### src/hw/rtl/nfarm_pkg.sv
// shared types, codes and constants of the nfa regex matcher
package nfarm_pkg;

  // default number of nfa states
  localparam int NFARM_MAX_STATES = 32;

  // field widths
  localparam int NFARM_CMD_W   = 2;
  localparam int NFARM_IDX_W   = 5;
  localparam int NFARM_SUCC_W  = 6;
  localparam int NFARM_BYTE_W  = 8;
  localparam int NFARM_ROW_W   = 32;
  localparam int NFARM_DATA_W  = 32;
  localparam int NFARM_PADDR_W = 4;

  // one class row per byte value
  localparam int NFARM_BYTE_VALUES = 256;

  // register indexes on the configuration port
  localparam logic [1:0] REG_ENTRY    = 2'd0;
  localparam logic [1:0] REG_ACCEPT   = 2'd1;
  localparam logic [1:0] REG_ANCHORED = 2'd2;

  // input commands
  typedef enum logic [NFARM_CMD_W-1:0] {
    CMD_WR_STATE = 2'd0,
    CMD_WR_CLASS = 2'd1,
    CMD_SUBJECT  = 2'd2,
    CMD_EMPTY    = 2'd3
  } nfarm_cmd_t;

  // state kinds
  typedef enum logic [1:0] {
    KIND_CONSUME = 2'd0,
    KIND_EPSILON = 2'd1,
    KIND_BEGIN   = 2'd2,
    KIND_END     = 2'd3
  } nfarm_kind_t;

  // one state descriptor as read from the table
  typedef struct packed {
    nfarm_kind_t             kind;
    logic [NFARM_SUCC_W-1:0] first;
    logic [NFARM_SUCC_W-1:0] second;
  } nfarm_desc_t;

  // controls of the shared expand unit
  typedef struct packed {
    logic consume_mode;
    logic pos_zero;
    logic at_end;
  } nfarm_xctl_t;

endpackage

### src/hw/rtl/nfarm_expand.sv
// shared expand unit: takes the lowest pending state and adds its successors
module nfarm_expand #(
  parameter int MAX_STATES = nfarm_pkg::NFARM_MAX_STATES
) (
  input  logic [MAX_STATES-1:0]         pend,
  input  logic [MAX_STATES-1:0]         set,
  input  nfarm_pkg::nfarm_xctl_t        ctl,
  output logic [$clog2(MAX_STATES)-1:0] pick,
  input  nfarm_pkg::nfarm_desc_t        desc,
  output logic [MAX_STATES-1:0]         set_nxt,
  output logic [MAX_STATES-1:0]         pend_nxt
);

  import nfarm_pkg::*;

  localparam int IW = $clog2(MAX_STATES);
  localparam logic [MAX_STATES-1:0] ONE = MAX_STATES'(1);

  logic [MAX_STATES-1:0] lowest;
  logic [MAX_STATES-1:0] succ;
  logic [MAX_STATES-1:0] fresh;
  logic                  sel_first;
  logic                  sel_second;

  // isolate and encode the lowest pending state
  assign lowest = pend & (~pend + ONE);

  always_comb begin
    pick = '0;
    for (int i = 0; i < MAX_STATES; i++) begin
      if (lowest[i]) begin
        pick = pick | IW'(i);
      end
    end
  end

  // which successors this state follows
  assign sel_first = ctl.consume_mode
                  || (desc.kind == KIND_EPSILON)
                  || ((desc.kind == KIND_BEGIN) && ctl.pos_zero)
                  || ((desc.kind == KIND_END) && ctl.at_end);
  assign sel_second = !ctl.consume_mode && (desc.kind == KIND_EPSILON);

  // successor codes at or above the state count shift out to nothing
  assign succ = (sel_first  ? (ONE << desc.first)  : '0)
              | (sel_second ? (ONE << desc.second) : '0);
  assign fresh = succ & ~set;

  // consume targets are not expanded further in this pass
  assign set_nxt  = set | succ;
  assign pend_nxt = (pend & ~lowest) | (ctl.consume_mode ? '0 : fresh);

endmodule

### config.mk
export PLATFORM = sky130hd
export DESIGN_NAME = nfarm_expand
export DESIGN_NICKNAME = d
export VERILOG_FILES = /design/src/hw/rtl/nfarm_pkg.sv /design/src/hw/rtl/nfarm_expand.sv
export SDC_FILE = /design/constraint.sdc
export NUM_CORES = 1
export LEC_CHECK = 0
export BUFFER_PORTS_ARGS = -buffer_cell sky130_fd_sc_hd__buf_2
export CAP_MARGIN = 20
export CORE_UTILIZATION = 39
export DETAILED_ROUTE_END_ITERATION = 12
export GPL_TIMING_DRIVEN = 0
export PLACE_DENSITY = 0.91
export RECOVER_POWER = 50
export SYNTH_ARGS = -nofsm -noshare
export SYNTH_HDL_FRONTEND = slang
export SYNTH_SLANG_ARGS = --single-unit
### constraint.sdc
create_clock -name vclk -period 2.2
set_input_delay 0.44 -clock vclk [all_inputs]
set_output_delay 0.44 -clock vclk [all_outputs]
set_load 0.02 [all_outputs]
==> impl_metrics.tcl, run 1 <==
set metrics [dict create \
    status "did not finish" \
    flow.stopped_at "global routing (5_1_grt)" \
    error_line "[ERROR GRT-0232] Routing congestion too high. Check the congestion heatmap in the GUI." \
    die_x_um 74.5 \
    hpwl_mm 8.42 \
    ys_types 63 \
    synth_warnings 0 \
    endpoint_type "primary output" \
    yosysSeqAreaShare 0 \
    die_h_um 74.5 \
    pre_cts_ws_ns -0.656 \
    synthesis.nets 398 \
    synth_top_area_share 0.117 \
    io_pins 150 \
    initial_core_util 0.404 \
    grt_max_degree 11 \
    synth_area_leaders "a221o_1, nand2_1, nor2_1" \
    grtUsageTotal 0.738 \
    portBuffers 148 \
    grt-ovfl-total 28 \
    postPlaceCellArea_um2 3060 \
    synth_top_cell_by_area "a221o_1" \
    syn-cell-area_um2 2050 \
    synthCells 317 \
    gp_congestion 0.937 \
    dp.cells 535 \
    rows 26 \
    postGrtWorstEndpoint "pick[4]" \
    avgSynthCellArea_um2 6.47 \
]
-- synth_stat cells (5+ instances only) --
cell / count
or3_1: 7
clkbuf_1: 10
a32oi_1: 6
nand2_1: 30
nor4_1: 12
o31ai_1: 5
o21ai_1: 15
nand3b_1: 6
a221o_1: 24
nand4_1: 5
nor2b_1: 12
nand3_1: 8
o311ai_1: 6
a22oi_1: 12
nor2_1: 29
and2_1: 5
a21oi_1: 7
nand2b_1: 10
nor3_1: 8
a31oi_1: 5
o21ai_0: 16
inv_1: 11
-- what timing repair did --
item / CTS
hold buffers: 0
pin swaps: 58
gates resized for setup: 227
cloned: 1
endpoints found under the setup margin: 69
setup buffers: 44
-- metrics by stage --
stage | util | setup TNS, ns | hold WS [ns]
global placement | 0.604 | -22.19 | 1.15
floorplan | - | -0.253 | 0.931
detailed placement | 0.604 | -23.47 | 1.16
CTS | 0.828 | -7.14 | 1.16
-- per-layer routing --
| layer | track usage | overflow |
|---|---|---|
| met3 | 0.549 | 0 |
| met2 | 0.930 | 17 |
| met1 | 0.737 | 0 |
| met4 | 0.774 | 11 |
| met5 | 0.0926 | 0 |
-- kinds of logic after synthesis --
logic type      Yosys count  share of synthesized area
simple gates            168                      0.495
compound gates          126                      0.462
buf+inv                  23                     0.0427
==> run 2, diff against run 1 <==
CORE_UTILIZATION = 40   (was 39)
PLACE_DENSITY = not set   (was 0.91)
PLACE_DENSITY_LB_ADDON = 0.15   (was not set)
clock period = 2.85 ns   (was 2.2 ns; I/O delays follow)
==> run 2 against run 1 <==
Compared with the run above: the run now ends clean; synthesized cell count is the same; synthesized area is the same.
==> impl_metrics.tcl, run 2 <==
set metrics [dict create \
    wirelength_mm 10.6 \
    status "completed" \
    die-area_um2 5420 \
    final_common_cell "buf_2" \
    portBuffers 148 \
    die_h_um 73.6 \
    gp_congestion 1.04 \
    seq_cells 0 \
    grt_pass1_vias 3140 \
    num_vias 3658 \
    combPwrFrac 1.000 \
    worstHoldStart "set[0]" \
    min_path_type "input port to output pin" \
    fp.coreArea_um2 4820 \
    synth_top_family_by_area "simple AND/OR/NAND/NOR gates" \
    critPathMaxFanout 6 \
    wl_per_cell_um 19.6 \
    synth_fa_ha_area_frac 0 \
    vias_per_cell 6.72 \
    hold_ws_ns 1.41 \
    ir_drop_uv 76.5 \
    worstPathRequired_ns 2.28 \
    synthesis.nets 398 \
    yosysSeqAreaShare 0 \
    grt_pass1_wl_mm 15.6 \
    antenna_found_initial 0 \
    nClkBuffers 0 \
    hold-path-endpoint "pend_nxt[0]" \
    p_sw_frac 0.640 \
    muxShareOfSynthArea 0 \
    setup_viol 0 \
    drtIter0Drc 395 \
    drc 0 \
    synth_warnings 0 \
    critical_path.startpoint "pend[18]" \
    yosysMostFrequentCell "nand2_1" \
    die_x_um 73.6 \
    final_cell_mix "buf_2, nand2_1, nor2_1, a221o_1" \
    synth_area_leaders "a221o_1, nand2_1, nor2_1" \
    rows 25 \
    grtUsageTotal 0.373 \
    synth_top_cell_by_area "a221o_1" \
    synth_xor_area_frac 0 \
    area_growth_syn_to_layout_pct 56.7 \
    seqCellArea_um2 0 \
    fin_crit_sh 0.995 \
    hpwl_mm 8.35 \
    crit_arrival_ns 2.26 \
    drive_gt1_frac 0.447 \
    grt-ovfl-total 0 \
    avgSynthCellArea_um2 6.47 \
    powerDensity_nw_per_um2 135 \
    final_nets 560 \
    synth_simple_gate_area_frac 0.495 \
    antenna_left 0 \
    min_period_ns 2.83 \
    io_pins 150 \
    hold_depth 3 \
    slew_headroom 0.422 \
    first_pass_iters 5 \
    max_freq_ghz 0.353 \
    worst_setup_path_end_kind "output pin" \
    p_sw_uw 279 \
    synth_top_area_share 0.117 \
    grt_max_degree 11 \
    fill_cells 468 \
    worstSetupPathType "input port to output pin" \
    maxSlewViolCount 0 \
    tightest_slew_ns 0.860 \
    synthCells 317 \
    synthTopCellsByCount "nand2_1, nor2_1, a221o_1" \
    finalHoldViolations 0 \
    initial_core_util 0.426 \
    power.share.clock 0 \
    maxCapViolations 0 \
    synth_compound_area_frac 0.462 \
    power.total_uw 435 \
    leakage_nw 1.32 \
    setup.worst_path.start_class "input port" \
    insertedDiodeCount 0 \
    internal-power_uw 156 \
    ys_types 63 \
    syn-cell-area_um2 2050 \
    rsz0062_at_grt "true" \
    seqPwrFrac 0 \
]
[run 2: cell counts after synthesis]
Identical to the previous run, type by type.
[run 2: cells by family (layout without fill, tap and decap cells)]
kind of cell	Yosys count	after routing
buffers and inverters	23	183
AOI/OAI and AO/OA	126	126
and+or+nand+nor	168	168
[run 2: worst max path at each step]
stage | to | slack [ns] | cells after the start
6_report | pend_nxt[31] | 0.02 | 8
5_1_grt | pend_nxt[17] | -0.06 | 7
4_1_cts | pend_nxt[28] | -0.004 | 7
3_5_place_dp | pend_nxt[8] | -0.27 | 6
3_3_place_gp | pend_nxt[11] | -0.35 | 6
2_1_floorplan | pend_nxt[11] | 0.003 | 4
[run 2: through the flow]
step	instances	instance area [µm²]	TNS [ns]	worst slack (ns)	util
after floorplan	317	2050	0	0.00269	-
after global placement	532	2880	-3.47	-0.347	0.597
after detailed placement	532	2880	-3.40	-0.265	0.597
after CTS	538	3030	-0.00367	-0.00367	0.630
after global routing	544	3210	-0.413	-0.0637	0.667
final	544	3210	0	0.0155	0.667
[run 2: layer usage]
| metal | GRT usage | up-vias | part of all wire |
|---|---|---|---|
| met5 | 0 | - | 0 |
| met4 | 0.113 | 0 | 0.039 |
| met3 | 0.0398 | 45 | 0.12 |
| met2 | 0.624 | 308 | 0.46 |
| met1 | 0.499 | 1675 | 0.38 |
| li1 | - | 1630 | - |
[run 2: final cells by class]
class / instances / area [µm²] / share of cell area
Multi-Input combinational cell: 294 / 2180 / 0.678
Timing Repair Buffer: 161 / 862 / 0.268
Tap cell: 67 / 83.8 / 0.0261
Buffer: 11 / 47.5 / 0.0148
Inverter: 11 / 41.3 / 0.0129
[run 2: power groups by stage]
stage | clock network [mW] | logic, mW | registers, mW
after CTS | 0 | 0.406 | 0
after detailed placement | 0 | 0.391 | 0
after floorplan | 0 | 0.205 | 0
final | 0 | 0.435 | 0
after global placement | 0 | 0.390 | 0
after global routing | 0 | 0.459 | 0
[run 2: repair_timing]
action | in CTS | in global routing
pin swaps | 7 | 14
resized for setup | 21 | 37
endpoints found under the setup margin | 30 | 35
hold buffers | 0 | 0
buffers inserted | 7 | 6
endpoints found under the hold margin | 0 | 0
[run 2: critical path: stages]
cell and delay (ns):
buf_2 0.15, nor4_4 0.36, nand4_1 0.22, or2_1 0.27, buf_2 0.18, o31ai_4 0.23
o21ai_1 0.11, buf_2 0.17
No activity file was read; power rests on OpenSTA's default activity.
==> run 3, diff against run 2 <==
--- a/config.mk
+++ b/config.mk
@@ -10,5 +10,4 @@
 export CORE_UTILIZATION = 40
 export DETAILED_ROUTE_END_ITERATION = 12
-export GPL_TIMING_DRIVEN = 0
 export PLACE_DENSITY_LB_ADDON = 0.15
 export RECOVER_POWER = 50
==> constraint.sdc (replaced) <==
create_clock -name vclk -period 2.85
set_input_delay 0.57 -clock vclk [all_inputs]
set_output_delay 0.57 -clock vclk [all_outputs]
set_load 0.1 [all_outputs]
==> run 3 against run 2 <==
Compared with the run above: the run now fails in detailed placement (3_5_place_dp); synthesized area did not move; synthesized cell count stayed put.
==> impl_metrics.tcl, run 3 <==
set metrics [dict create \
    synthTopCellsByCount "nand2_1, nor2_1, a221o_1" \
    ys_types 63 \
    synth_top_cell_by_area "a221o_1" \
    portBuffers 150 \
    io_pins 150 \
    yosysSeqAreaShare 0 \
    synth_warnings 0 \
    avgSynthCellArea_um2 6.47 \
    synthCells 317 \
    initial_core_util 0.426 \
    die_x_um 73.6 \
    status "did not finish" \
    gp_congestion 1.17 \
    error_line "[ERROR DPL-0038] Utilization greater than 100%, impossible to legalize" \
    synth_area_leaders "a221o_1, nand2_1, nor2_1" \
    flow.stopped_at "detailed placement (3_5_place_dp)" \
    die_h_um 73.6 \
    yosysMostFrequentCell "nand2_1" \
    synth_top_area_share 0.117 \
    rows 25 \
    synthesis.nets 398 \
    syn-cell-area_um2 2050 \
]
run 3: metrics by stage:
| step | hold WS, ns | worst slack [ns] | std cells | TNS (ns) | instance area [µm²] |
|---|---|---|---|---|---|
| 2_1_floorplan | 1.25 | -0.508 | 317 | -0.967 | 2550 |
| 3_3_place_gp | 1.45 | -0.0814 | 589 | -0.106 | 4840 |
run 3: logic make-up after synthesis:
family | Yosys count | synth area share
AO/OA/AOI/OAI | 126 | 0.462
AND/OR/NAND/NOR | 168 | 0.495
buffers and inverters | 23 | 0.0427
