File: config.mk
export PLATFORM = sky130hd
export DESIGN_NAME = nfarm_desc
export DESIGN_NICKNAME = d
export VERILOG_FILES = /design/src/hw/rtl/nfarm_pkg.sv /design/src/hw/rtl/nfarm_desc.sv
export SDC_FILE = /design/constraint.sdc
export NUM_CORES = 1
export LEC_CHECK = 0
export BUFFER_PORTS_ARGS = -buffer_cell sky130_fd_sc_hd__buf_2
export CORE_MARGIN = 2
export CORE_UTILIZATION = 50
export CTS_BUF_LIST = sky130_fd_sc_hd__clkbuf_8
export DETAILED_ROUTE_END_ITERATION = 10
export PLACE_DENSITY = 0.63
export SLEW_MARGIN = 0
export SYNTH_ARGS = -nofsm -noshare
export SYNTH_HDL_FRONTEND = slang
export SYNTH_SLANG_ARGS = --single-unit
File: constraint.sdc
create_clock -name clk -period 4.09 [get_ports clk]
set_input_delay 0.409 -clock clk [delete_from_list [all_inputs] [get_ports clk]]
set_output_delay 0.409 -clock clk [all_outputs]
set_load 0.005 [all_outputs]
File: src/hw/rtl/nfarm_pkg.sv
// shared types, codes and constants of the nfa regex matcher
package nfarm_pkg;

  // default number of nfa states
  localparam int NFARM_MAX_STATES = 32;

  // field widths
  localparam int NFARM_CMD_W   = 2;
  localparam int NFARM_IDX_W   = 5;
  localparam int NFARM_SUCC_W  = 6;
  localparam int NFARM_BYTE_W  = 8;
  localparam int NFARM_ROW_W   = 32;
  localparam int NFARM_DATA_W  = 32;
  localparam int NFARM_PADDR_W = 4;

  // one class row per byte value
  localparam int NFARM_BYTE_VALUES = 256;

  // register indexes on the configuration port
  localparam logic [1:0] REG_ENTRY    = 2'd0;
  localparam logic [1:0] REG_ACCEPT   = 2'd1;
  localparam logic [1:0] REG_ANCHORED = 2'd2;

  // input commands
  typedef enum logic [NFARM_CMD_W-1:0] {
    CMD_WR_STATE = 2'd0,
    CMD_WR_CLASS = 2'd1,
    CMD_SUBJECT  = 2'd2,
    CMD_EMPTY    = 2'd3
  } nfarm_cmd_t;

  // state kinds
  typedef enum logic [1:0] {
    KIND_CONSUME = 2'd0,
    KIND_EPSILON = 2'd1,
    KIND_BEGIN   = 2'd2,
    KIND_END     = 2'd3
  } nfarm_kind_t;

  // one state descriptor as read from the table
  typedef struct packed {
    nfarm_kind_t             kind;
    logic [NFARM_SUCC_W-1:0] first;
    logic [NFARM_SUCC_W-1:0] second;
  } nfarm_desc_t;

  // controls of the shared expand unit
  typedef struct packed {
    logic consume_mode;
    logic pos_zero;
    logic at_end;
  } nfarm_xctl_t;

endpackage

File: src/hw/rtl/nfarm_desc.sv
// state descriptor table: kind, successors and negate flag per state
module nfarm_desc #(
  parameter int MAX_STATES = nfarm_pkg::NFARM_MAX_STATES
) (
  input  logic                                 clk,
  input  logic                                 rst_n,
  input  logic                                 wr_en,
  input  logic [nfarm_pkg::NFARM_IDX_W-1:0]    wr_idx,
  input  nfarm_pkg::nfarm_kind_t               wr_kind,
  input  logic [nfarm_pkg::NFARM_SUCC_W-1:0]   wr_first,
  input  logic [nfarm_pkg::NFARM_SUCC_W-1:0]   wr_second,
  input  logic                                 wr_negate,
  input  logic [$clog2(MAX_STATES)-1:0]        rd_idx,
  output nfarm_pkg::nfarm_desc_t               rd_desc,
  output logic [MAX_STATES-1:0]                consume_mask,
  output logic [MAX_STATES-1:0]                negate_mask
);

  import nfarm_pkg::*;

  localparam int IW = $clog2(MAX_STATES);

  nfarm_kind_t             kind_r   [MAX_STATES];
  logic [NFARM_SUCC_W-1:0] first_r  [MAX_STATES];
  logic [NFARM_SUCC_W-1:0] second_r [MAX_STATES];
  logic [MAX_STATES-1:0]   negate_r;
  logic                    in_range;
  logic [IW-1:0]           widx;

  // writes beyond the state count are dropped
  assign in_range = int'(wr_idx) < MAX_STATES;
  assign widx     = IW'(wr_idx);

  // descriptor storage, no reset on the table itself
  always_ff @(posedge clk) begin
    if (wr_en && in_range) begin
      kind_r[widx]   <= wr_kind;
      first_r[widx]  <= wr_first;
      second_r[widx] <= wr_second;
    end
  end

  // negate mask resets to zero
  always_ff @(posedge clk) begin
    if (!rst_n) begin
      negate_r <= '0;
    end else if (wr_en && in_range) begin
      negate_r[widx] <= wr_negate;
    end
  end

  // single read port for the expand unit
  assign rd_desc.kind   = kind_r[rd_idx];
  assign rd_desc.first  = first_r[rd_idx];
  assign rd_desc.second = second_r[rd_idx];

  // per-state consume flags
  always_comb begin
    for (int s = 0; s < MAX_STATES; s++) begin
      consume_mask[s] = (kind_r[s] == KIND_CONSUME);
    end
  end

  assign negate_mask = negate_r;

endmodule

==> results.txt, run 1 <==
status -> finished clean
clock share of power -> 39.4%
clock tree root buffer cell -> clkbuf_8
critical path's slowest cell -> a31oi_1
area grow syn2layout -> 13.4%
Tightest Pin Transition -> 1.01 ns
largest net degree at the start of global routing -> 57
LEAKAGE -> 7.92 nW
clk slew on worst S/H paths -> 0.06 ns
Synth area leader -> edfxtp_1
Place WS -> 1.12 ns
drt drc -> 0
Ys Warns -> 0
nets -> 1,357
overall power -> 0.00993 W
ys flop type -> edfxtp_1
Filler cells -> 3,071
port bufs -> 105
via count -> 10,933
layout cells sized above 1 -> 19.0%
Sequential Power Share -> 54.8%
Resize count post-CTS -> 0
reg2reg start -> negate_mask[20]$_SDFFE_PN0P_
# clock sinks -> 480
VDD IR max -> 0.240 mV
Worst Path Class, Setup -> input port to output port
DRT iter0 DRCs -> 886
CORE AREA -> 37,700 um2
Placement Rows -> 71
drt total wl -> 49.2 mm
Internal -> 0.00767 W
vias in the first global route -> 10,910
Die X -> 199 um
Setup violations, final -> 0
Sw Share -> 22.8%
CTS Hold Bufs -> 0
r2r endpoint -> negate_mask[20]$_SDFFE_PN0P_
crit path cell chain -> buf_8 -> buf_12 -> mux2i_1 -> a22oi_1 -> a31oi_1 -> nand3_1 -> buf_2
#FFs+latches synth -> 480
Hold Path End -> first_r[12][4]$_DFFE_PP_
Worst Path Arrival -> 2.61 ns
async set or reset register ratio after synthesis -> 0%
GPL Wtd Cong -> 0.803
CTS Buf Count -> 79
switching component of the power -> 0.00226 W
Clock Tree Buf Depth -> 3
hold depth -> 1
placed cell areas -> 20,200 um2
Syn Nets -> 1,193
Synth Area per Inst -> 16.4 um2
Die ar. -> 39,800 um2
Post-synth top cells -> 448 x edfxtp_1, 224 x mux2i_1, 62 x nand2_1
CTS H-tree lvls -> 3
GRT overflow -> 0
unrepaired setup endpoints after global routing -> false
FF-to-FF setup slack -> 3.38 ns
CTS tree -> yes
top-area cell type share of the netlist area -> 70.4%
Design Area, Final -> 21,700 um2
CP max FO -> 54
TNS Setup -> 0 ns
crit path time final -> 3.01 ns
worst setup margin -> 1.08 ns
post-synth cell types -> 31
number of vias per cell -> 5.73
Fin Clk Skew -> 0 ns
worst-skew pair later-pin latency -> 0.62 ns
Req. time, crit path -> 3.68 ns
Sequential Area -> 14,100 um2
Die H -> 199 um
gr usage total -> 25.2%
area occupied by multi-input gates -> 4480 um2
sequential fraction of the synthesis area -> 73.8%
Power Density -> 459 nW/um2
critical path's largest stage delay -> 0.59 ns
Synth Cell Area -> 19,100 um2
fmax -> 0.332 GHz
Comb power frac -> 5.8%
most common cell in the netlist -> edfxtp_1
Routed Antenna Nets -> 0
TritonRoute pass-1 iters -> 6
IO Pins -> 106
leading post-synthesis cells by cell area -> edfxtp_1 70%, mux2i_1 12%, dfxtp_1 3.4%, a22oi_1 2.2%, a22o_1 1.3%
period utilization -> 73.7%
Reg2Reg Depth -> 2
hpwl dp -> 29.8 mm
antenna violations before repair -> 2
Worst Setup Start Kind -> input port
Worst Hold Class -> input port to flop
Max Cap Viol -> 0
slew margin rel. -> 32.4%
Starting Density -> 50.7%
# diodes -> 0
Hold Fails Final Rpt -> 0
min-delay src -> wr_first[4]
endpoint class of the critical path -> output port
number of synthesized flops with an enable pin -> 448
Post-CTS Setup Bufs -> 0
DR WL/cell -> 25.8 um
first-pass GRT wire length -> 70.8 mm
gate count of the mapped netlist -> 1,165
final slew viol count -> 0
==> how the worst max path moves through the flow <==
stage	start	endpoint	cells past startpoint	slack (ns)
after floorplan	wr_idx[1]	first_r[12][0]$_DFFE_PP_	3	2.11
after global placement	rd_idx[0]	rd_desc[9]	8	1.11
after detailed placement	rd_idx[0]	rd_desc[9]	8	1.12
after CTS	rd_idx[0]	rd_desc[9]	8	1.12
after global routing	rd_idx[1]	rd_desc[2]	7	0.99
final	rd_idx[0]	rd_desc[1]	7	1.08
==> per-stage QoR <==
stage	hold WS, ns	util [%]	instances
after floorplan	0.469	-	1165
after global placement	0.463	53.5	1759
after detailed placement	0.467	53.5	1759
after CTS	0.339	57.5	1907
after global routing	0.363	57.5	1907
final	0.362	57.5	1907
==> per-layer routing <==
layer	up-vias	share of wire, %	track usage [%]
li1	4880	-	-
met1	5510	41	32.9
met2	454	49	41.7
met3	87	7.2	5.37
met4	2	3.1	9.90
met5	-	0.024	0
==> cell usage in the layout (no fill, tap or decap), types with 3 or more instances in the layout <==
cell type  count
nor3_1        14
a21oi_1       28
nor2_1        60
clkbuf_8      93
clkinv_2       6
a21boi_1      11
nand4_1       14
nand3b_1       5
a22oi_1       56
dfxtp_1       32
a31oi_1       14
nor2_4         4
clkinv_1      13
a21boi_0      21
o21ai_0       32
buf_12         4
buf_2        104
nand2_1       62
nand3_1       30
nor2_2         3
mux2i_1      224
edfxtp_1     448
buf_4         44
a22o_1        28
inv_1         33
==> final cells by class <==
cell class | instances | area share, %
clock buffers | 93 | 5.91
clock inverters | 55 | 1.05
multi-input cells | 615 | 20.7
flip-flops and latches | 480 | 65.0
well taps | 511 | 2.95
repair buffers | 153 | 4.37
==> logic make-up after synthesis <==
kind of cell           share of synthesized area [%]
muxes                                           11.7
buffers and inverters                           2.88
and+or+nand+nor                                 4.82
AOI/OAI and AO/OA                               6.77
DFF                                             73.8
==> registers in the layout, summed over array words and instances, names as in the netlist <==
register and flops:
first_r 192, negate_mask 32, kind_r 64, second_r 192
==> power groups by stage <==
stage / Combinational (W) / Clock, W / Sequential [W]
finish: 0.000578 / 0.00392 / 0.00544
global route: 0.000613 / 0.00420 / 0.00544
CTS: 0.000580 / 0.00399 / 0.00544
detailed placement: 0.000578 / 0 / 0.00554
global placement: 0.000574 / 0 / 0.00554
floorplan: 0.000326 / 0 / 0.00554
==> critical path: cells and delay by family <==
family / cells / cell delay (ns)
compound gates: 2 / 0.68
buf+inv: 3 / 0.96
mux: 1 / 0.25
simple gates: 1 / 0.19
(Power assumes the default switching activity.)
==> run 2, diff against run 1 <==
PLACE_DENSITY = 0.66   (was 0.63)
clock period = 2.53 ns   (was 4.09 ns; I/O delays follow)
==> run 2 against run 1 <==
Against the previous run: non-clock buffer count rose by 35; global-route usage barely moved; via count rose by 3.1%; register-to-register slack got worse by 1.6 ns; clock skew did not move; combinational power rose by 71%; die area did not move; critical path type is now flop to output port; largest power group unchanged; highest routed layer unchanged.
==> results.txt, run 2 (same netlist as run 1, synthesis figures left out) <==
status -> finished clean (unchanged)
unrepaired setup endpoints after global routing -> false (unchanged)
WHS -> 0.191 ns (was 0.362 ns)
most common cell after layout, fill and taps aside -> edfxtp_1 (unchanged)
Die ar. -> 39,800 um2 (unchanged)
worst-skew pair later-pin latency -> 0.60 ns (was 0.62 ns)
reg2reg start -> negate_mask[23]$_SDFFE_PN0P_ (was negate_mask[20]$_SDFFE_PN0P_)
clock tree root buffer cell -> clkbuf_8 (unchanged)
DR WL/cell -> 25.4 um (was 25.8 um)
number of vias per cell -> 5.83 (was 5.73)
drt drc -> 0 (unchanged)
Worst Path Arrival -> 2.22 ns (was 2.61 ns)
Filler cells -> 2,948 (was 3,071)
clk slew on worst S/H paths -> 0.07 ns (was 0.06 ns)
final slew viol count -> 0 (unchanged)
Tightest Pin Transition -> 0.883 ns (was 1.01 ns)
area occupied by multi-input gates -> 4500 um2 (was 4480 um2)
CORE AREA -> 37,700 um2 (unchanged)
Worst Hold Class -> input port to flop (unchanged)
Placement Rows -> 71 (unchanged)
Clock Tree Buf Depth -> 3 (unchanged)
Die X -> 199 um (unchanged)
hold depth -> 1 (unchanged)
port bufs -> 105 (unchanged)
TNS Setup -> 0 ns (unchanged)
Setup violations, final -> 0 (unchanged)
largest net degree at the start of global routing -> 38 (was 57)
TritonRoute pass-1 iters -> 5 (was 6)
CTS Buf Count -> 76 (was 79)
Req. time, crit path -> 2.28 ns (was 3.68 ns)
Reg2Reg Depth -> 2 (unchanged)
vias in the first global route -> 11,085 (was 10,910)
antenna violations before repair -> 2 (unchanged)
Starting Density -> 50.7% (unchanged)
Fin Clk Skew -> 0 ns (unchanged)
fmax -> 0.405 GHz
IO Pins -> 106 (unchanged)
CTS tree -> yes (unchanged)
hpwl dp -> 30.2 mm (was 29.8 mm)
drt total wl -> 49.1 mm (was 49.2 mm)
critical path's slowest cell -> nor3_1 (was a31oi_1)
LEAKAGE -> 8.08 nW (was 7.92 nW)
CP max FO -> 2 (was 54)
nets -> 1,389 (was 1,357)
CTS H-tree lvls -> 3 (unchanged)
first-pass GRT wire length -> 71.3 mm (was 70.8 mm)
min-delay src -> wr_second[5] (was wr_first[4])
r2r endpoint -> negate_mask[23]$_SDFFE_PN0P_ (was negate_mask[20]$_SDFFE_PN0P_)
most frequent cells in the layout -> 448 x edfxtp_1, 222 x mux2i_1, 104 x buf_2 (was 448 x edfxtp_1, 224 x mux2i_1, 104 x buf_2)
# diodes -> 0 (unchanged)
Largest regs -> first_r x192, second_r x192, kind_r x64 (unchanged)
crit path time final -> 2.47 ns
# clock sinks -> 480 (unchanged)
slew margin rel. -> 41.2% (was 32.4%)
Worst Path Class, Setup -> flop to output port (was input port to output port)
area grow syn2layout -> 15.3% (was 13.4%)
Routed Antenna Nets -> 0 (unchanged)
gr usage total -> 25.2% (about the same)
post-placement cell count -> 1,794 (was 1,759)
Hold Path End -> second_r[13][5]$_DFFE_PP_ (was first_r[12][4]$_DFFE_PP_)
Worst Setup Start Kind -> flop (was input port)
Die H -> 199 um (unchanged)
layout cells sized above 1 -> 21.6% (was 19.0%)
FF-to-FF setup slack -> 1.78 ns (was 3.38 ns)
Max Cap Viol -> 0 (unchanged)
VDD IR max -> 0.469 mV (was 0.240 mV)
Finished Layout Cells -> 1,934 (was 1,907)
GRT overflow -> 0 (unchanged)
Power Density -> 731 nW/um2 (was 459 nW/um2)
via count -> 11,269 (was 10,933)
Sequential Area -> 14,100 um2 (unchanged)
CP bufs+invs -> 2 (was 3)
CP delay by family, top -> simple AND/OR/NAND/NOR gates (was buffers and inverters)
endpoint class of the critical path -> output port (unchanged)
Hold Fails Final Rpt -> 0 (unchanged)
period utilization -> 97.7%
crit path cell chain -> mux2i_1 -> a22o_1 -> nor3_1 -> a31oi_1 -> buf_4 -> nand3_1 -> buf_2 (was buf_8 -> buf_12 -> mux2i_1 -> a22oi_1 -> a31oi_1 -> nand3_1 -> buf_2)
GPL Wtd Cong -> 0.809 (was 0.803)
DRT iter0 DRCs -> 1,026 (was 886)
critical path's largest stage delay -> 0.44 ns (was 0.59 ns)
## run 2: worst register-to-register path: cells and delay by family, from the launching register on
family,cells,cell delay [ns]
AO/OA/AOI/OAI,2,0.32
flip-flops,1,0.35
## run 2: report_power, final
part / switching (W) / total [W] / internal [W]
Clock: 0.00299 / 0.00631 / 0.00332
Combinational: 0.000653 / 0.000986 / 0.000333
Sequential: 0.0000251 / 0.00879 / 0.00877
## run 2: layout make-up
class                      instances  area share [%]
sequential                       480            64.0
multi-input combinational        615            20.5
timing repair buffer             188            5.94
clock buffer                      89            5.56
tap                              511            2.90
clock inverter                    51            1.14
## run 2: per-layer routing
metal | wire (um) | share of wire (%) | vias up | GRT usage [%]
met5 | 11 | 0.022 | - | 0
met4 | 1560 | 3.2 | 2 | 10.4
met3 | 3510 | 7.2 | 88 | 4.17
met2 | 24100 | 49 | 478 | 41.5
met1 | 19900 | 41 | 5737 | 33.7
li1 | - | - | 4964 | -
## run 2: per-stage QoR
| step | area (um2) | worst slack (ns) | total power, W | utilization (%) |
|---|---|---|---|---|
| floorplan | 19100 | 0.708 | 0.00948 | - |
| global placement | 20500 | 0.253 | 0.00992 | 54.5 |
| detailed placement | 20500 | 0.278 | 0.00994 | 54.5 |
| CTS | 22000 | 0.0341 | 0.0162 | 58.4 |
| global route | 22000 | 0.0150 | 0.0166 | 58.5 |
| finish | 22000 | 0.0585 | 0.0161 | 58.5 |
## run 2: what timing repair did
item,CTS,global route
gates resized for setup,2,3
hold buffers,0,0
buffers inserted,0,0
setup endpoints to repair,2,1
## run 2: how the worst max path moves through the flow
stage	end	startpoint	depth (start not counted)
global route	rd_desc[8]	first_r[1][2]$_DFFE_PP_	7
finish	rd_desc[12]	kind_r[1][0]$_DFFE_PP_	7
global placement	rd_desc[11]	rd_idx[2]	8
floorplan	first_r[12][0]$_DFFE_PP_	wr_idx[1]	3
detailed placement	rd_desc[11]	rd_idx[2]	8
CTS	rd_desc[12]	kind_r[1][0]$_DFFE_PP_	7
==> run 3, diff against run 2 <==
CORE_UTILIZATION = 45   (was 50)
PLACE_DENSITY = 0.6   (was 0.66)
==> run 3 against run 2 <==
Against the previous run: via count fell by 1.9%; sequential power barely moved; global-route usage fell by 2.6 points; total power rose by 0.30%; setup slack improved by 0.077 ns; first-iteration DRC count fell by 19%; combinational power fell by 0.4%; largest power group unchanged; clock power rose by 0.8%; final cell count rose by 1.6%.
==> results.txt, run 3 (same netlist as run 1, synthesis figures left out) <==
Max Cap Viol -> 0 (unchanged)
Starting Density -> 45.5% (was 50.7%)
Placement Rows -> 75 (was 71)
CORE AREA -> 41,900 um2 (was 37,700 um2)
Hold Fails Final Rpt -> 0 (unchanged)
hpwl dp -> 30.8 mm (was 30.2 mm)
first-pass GRT wire length -> 72.3 mm (was 71.3 mm)
slew margin rel. -> 46.3% (was 41.2%)
clock tree root buffer cell -> clkbuf_8 (unchanged)
vias in the first global route -> 10,960 (was 11,085)
switching component of the power -> 0.00370 W (was 0.00367 W)
CTS tree -> yes (unchanged)
Filler cells -> 3,454 (was 2,948)
clk slew on worst S/H paths -> 0.07 ns (about the same)
# diodes -> 0 (unchanged)
Worst Hold Class -> input port to flop (unchanged)
drt drc -> 0 (unchanged)
TritonRoute pass-1 iters -> 5 (unchanged)
most frequent cells in the layout -> 448 x edfxtp_1, 224 x mux2i_1, 104 x buf_2 (was 448 x edfxtp_1, 222 x mux2i_1, 104 x buf_2)
placed cell areas -> 20,600 um2 (was 20,500 um2)
Fin Clk Skew -> 0 ns (unchanged)
Sequential Power Share -> 54.5% (was 54.6%)
via count -> 11,058 (was 11,269)
critical path's largest stage delay -> 0.36 ns (was 0.44 ns)
TNS Setup -> 0 ns (unchanged)
CTS H-tree lvls -> 3 (unchanged)
drt total wl -> 50.0 mm (was 49.1 mm)
Worst Setup Start Kind -> flop (unchanged)
DR WL/cell -> 25.4 um (about the same)
CP bufs+invs -> 1 (was 2)
fmax -> 0.418 GHz (was 0.405 GHz)
unrepaired setup endpoints after global routing -> false (unchanged)
CTS Buf Count -> 76 (unchanged)
critical path's slowest cell -> edfxtp_1 (was nor3_1)
Setup violations, final -> 0 (unchanged)
GRT overflow -> 0 (unchanged)
Worst Path Class, Setup -> flop to output port (unchanged)
status -> finished clean (unchanged)
antenna violations before repair -> 0 (was 2)
LEAKAGE -> 8.11 nW (was 8.08 nW)
Die ar. -> 44,100 um2 (was 39,800 um2)
layout cells sized above 1 -> 21.6% (about the same)
number of vias per cell -> 5.63 (was 5.83)
Die X -> 210 um (was 199 um)
Clock Tree Buf Depth -> 3 (unchanged)
Die H -> 210 um (was 199 um)
Req. time, crit path -> 2.28 ns (about the same)
endpoint class of the critical path -> output port (unchanged)
IO Pins -> 106 (unchanged)
CP delay by family, top -> compound AO/OA/AOI/OAI gates (was simple AND/OR/NAND/NOR gates)
Comb power frac -> 6.1% (about the same)
Design Area, Final -> 22,100 um2 (was 22,000 um2)
# clock sinks -> 480 (unchanged)
crit path time final -> 2.39 ns (was 2.47 ns)
Worst Path Arrival -> 2.14 ns (was 2.22 ns)
Sw Share -> 22.9% (was 22.8%)
crit path cell chain -> mux2i_1 -> a22o_1 -> nor3_1 -> a31oi_1 -> nand3_1 -> buf_2 (was mux2i_1 -> a22o_1 -> nor3_1 -> a31oi_1 -> buf_4 -> nand3_1 -> buf_2)
period utilization -> 94.6% (was 97.7%)
most common cell after layout, fill and taps aside -> edfxtp_1 (unchanged)
Internal -> 0.0124 W (about the same)
overall power -> 0.0161 W (about the same)
DRT iter0 DRCs -> 834 (was 1,026)
Tightest Pin Transition -> 0.805 ns (was 0.883 ns)
Routed Antenna Nets -> 0 (unchanged)
VDD IR max -> 0.425 mV (was 0.469 mV)
largest net degree at the start of global routing -> 41 (was 38)
Largest regs -> first_r x192, second_r x192, kind_r x64 (unchanged)
final slew viol count -> 0 (unchanged)
GPL Wtd Cong -> 0.828 (was 0.809)
Sequential Area -> 14,100 um2 (unchanged)
Post-CTS Setup Bufs -> 0 (unchanged)
Power Density -> 729 nW/um2 (was 731 nW/um2)
port bufs -> 105 (unchanged)
gr usage total -> 22.7% (was 25.2%)
area grow syn2layout -> 15.8% (was 15.3%)
nets -> 1,396 (was 1,389)
clock share of power -> 39.4% (was 39.2%)
CP max FO -> 1 (was 2)
worst-skew pair later-pin latency -> 0.61 ns (was 0.60 ns)
area occupied by multi-input gates -> 4520 um2 (was 4500 um2)
[run 3: worst reg2reg max path: stages (launching register included)]
cell and delay (ns):
dfxtp_1 0.39, o21ai_0 0.10, a21boi_0 0.22
[run 3: through the flow]
step                std cells  hold slack [ns]  utilization [%]  setup WS [ns]
detailed placement       1829            0.467             49.2          0.218
floorplan                1165            0.352                -          0.708
global route             1965            0.199             52.7        0.00385
global placement         1829            0.460             49.2          0.212
finish                   1965            0.198             52.7          0.136
CTS                      1965            0.154             52.7         0.0228
[run 3: final cells by class]
cell class,instances,share of cell area (%)
Clock buffer,83,5.16
Multi-Input combinational cell,615,20.4
Sequential cell,480,63.7
Tap cell,539,3.05
Clock inverter,53,1.40
Timing Repair Buffer,195,6.27
[run 3: timing repair]
item / in CTS / in global routing
gates resized for setup: 3 / 2
hold buffers: 0 / 0
setup endpoints to repair: 2 / 2
hold endpoints to repair: 0 / 0
[run 3: final timing paths]
kind / from / endpoint / slack [ns] / depth (start not counted)
worst min-delay path: wr_second[5] / second_r[26][5]$_DFFE_PP_ / 0.20 / 1
worst min register to register: negate_mask[18]$_SDFFE_PN0P_ / negate_mask[18]$_SDFFE_PN0P_ / 0.47 / 2
worst max-delay path: second_r[1][0]$_DFFE_PP_ / rd_desc[0] / 0.14 / 6
worst max register to register: negate_mask[23]$_SDFFE_PN0P_ / negate_mask[23]$_SDFFE_PN0P_ / 1.73 / 2
[run 3: per-layer routing]
| layer | global-route usage, % | wire (um) | up-vias |
|---|---|---|---|
| met4 | 8.07 | 1340 | 0 |
| met2 | 36.2 | 23500 | 414 |
| li1 | - | - | 4969 |
| met3 | 4.60 | 3490 | 72 |
| met5 | 0 | 0 | - |
| met1 | 31.0 | 21600 | 5603 |
[run 3: power by group through the flow]
| stage | sequential (W) | clock (W) | combinational, W |
|---|---|---|---|
| 3_3_place_gp | 0.00896 | 0 | 0.000964 |
| 2_1_floorplan | 0.00895 | 0 | 0.000527 |
| 3_5_place_dp | 0.00896 | 0 | 0.000976 |
| 5_1_grt | 0.00879 | 0.00686 | 0.00104 |
| 6_report | 0.00879 | 0.00636 | 0.000982 |
| 4_1_cts | 0.00879 | 0.00652 | 0.000982 |
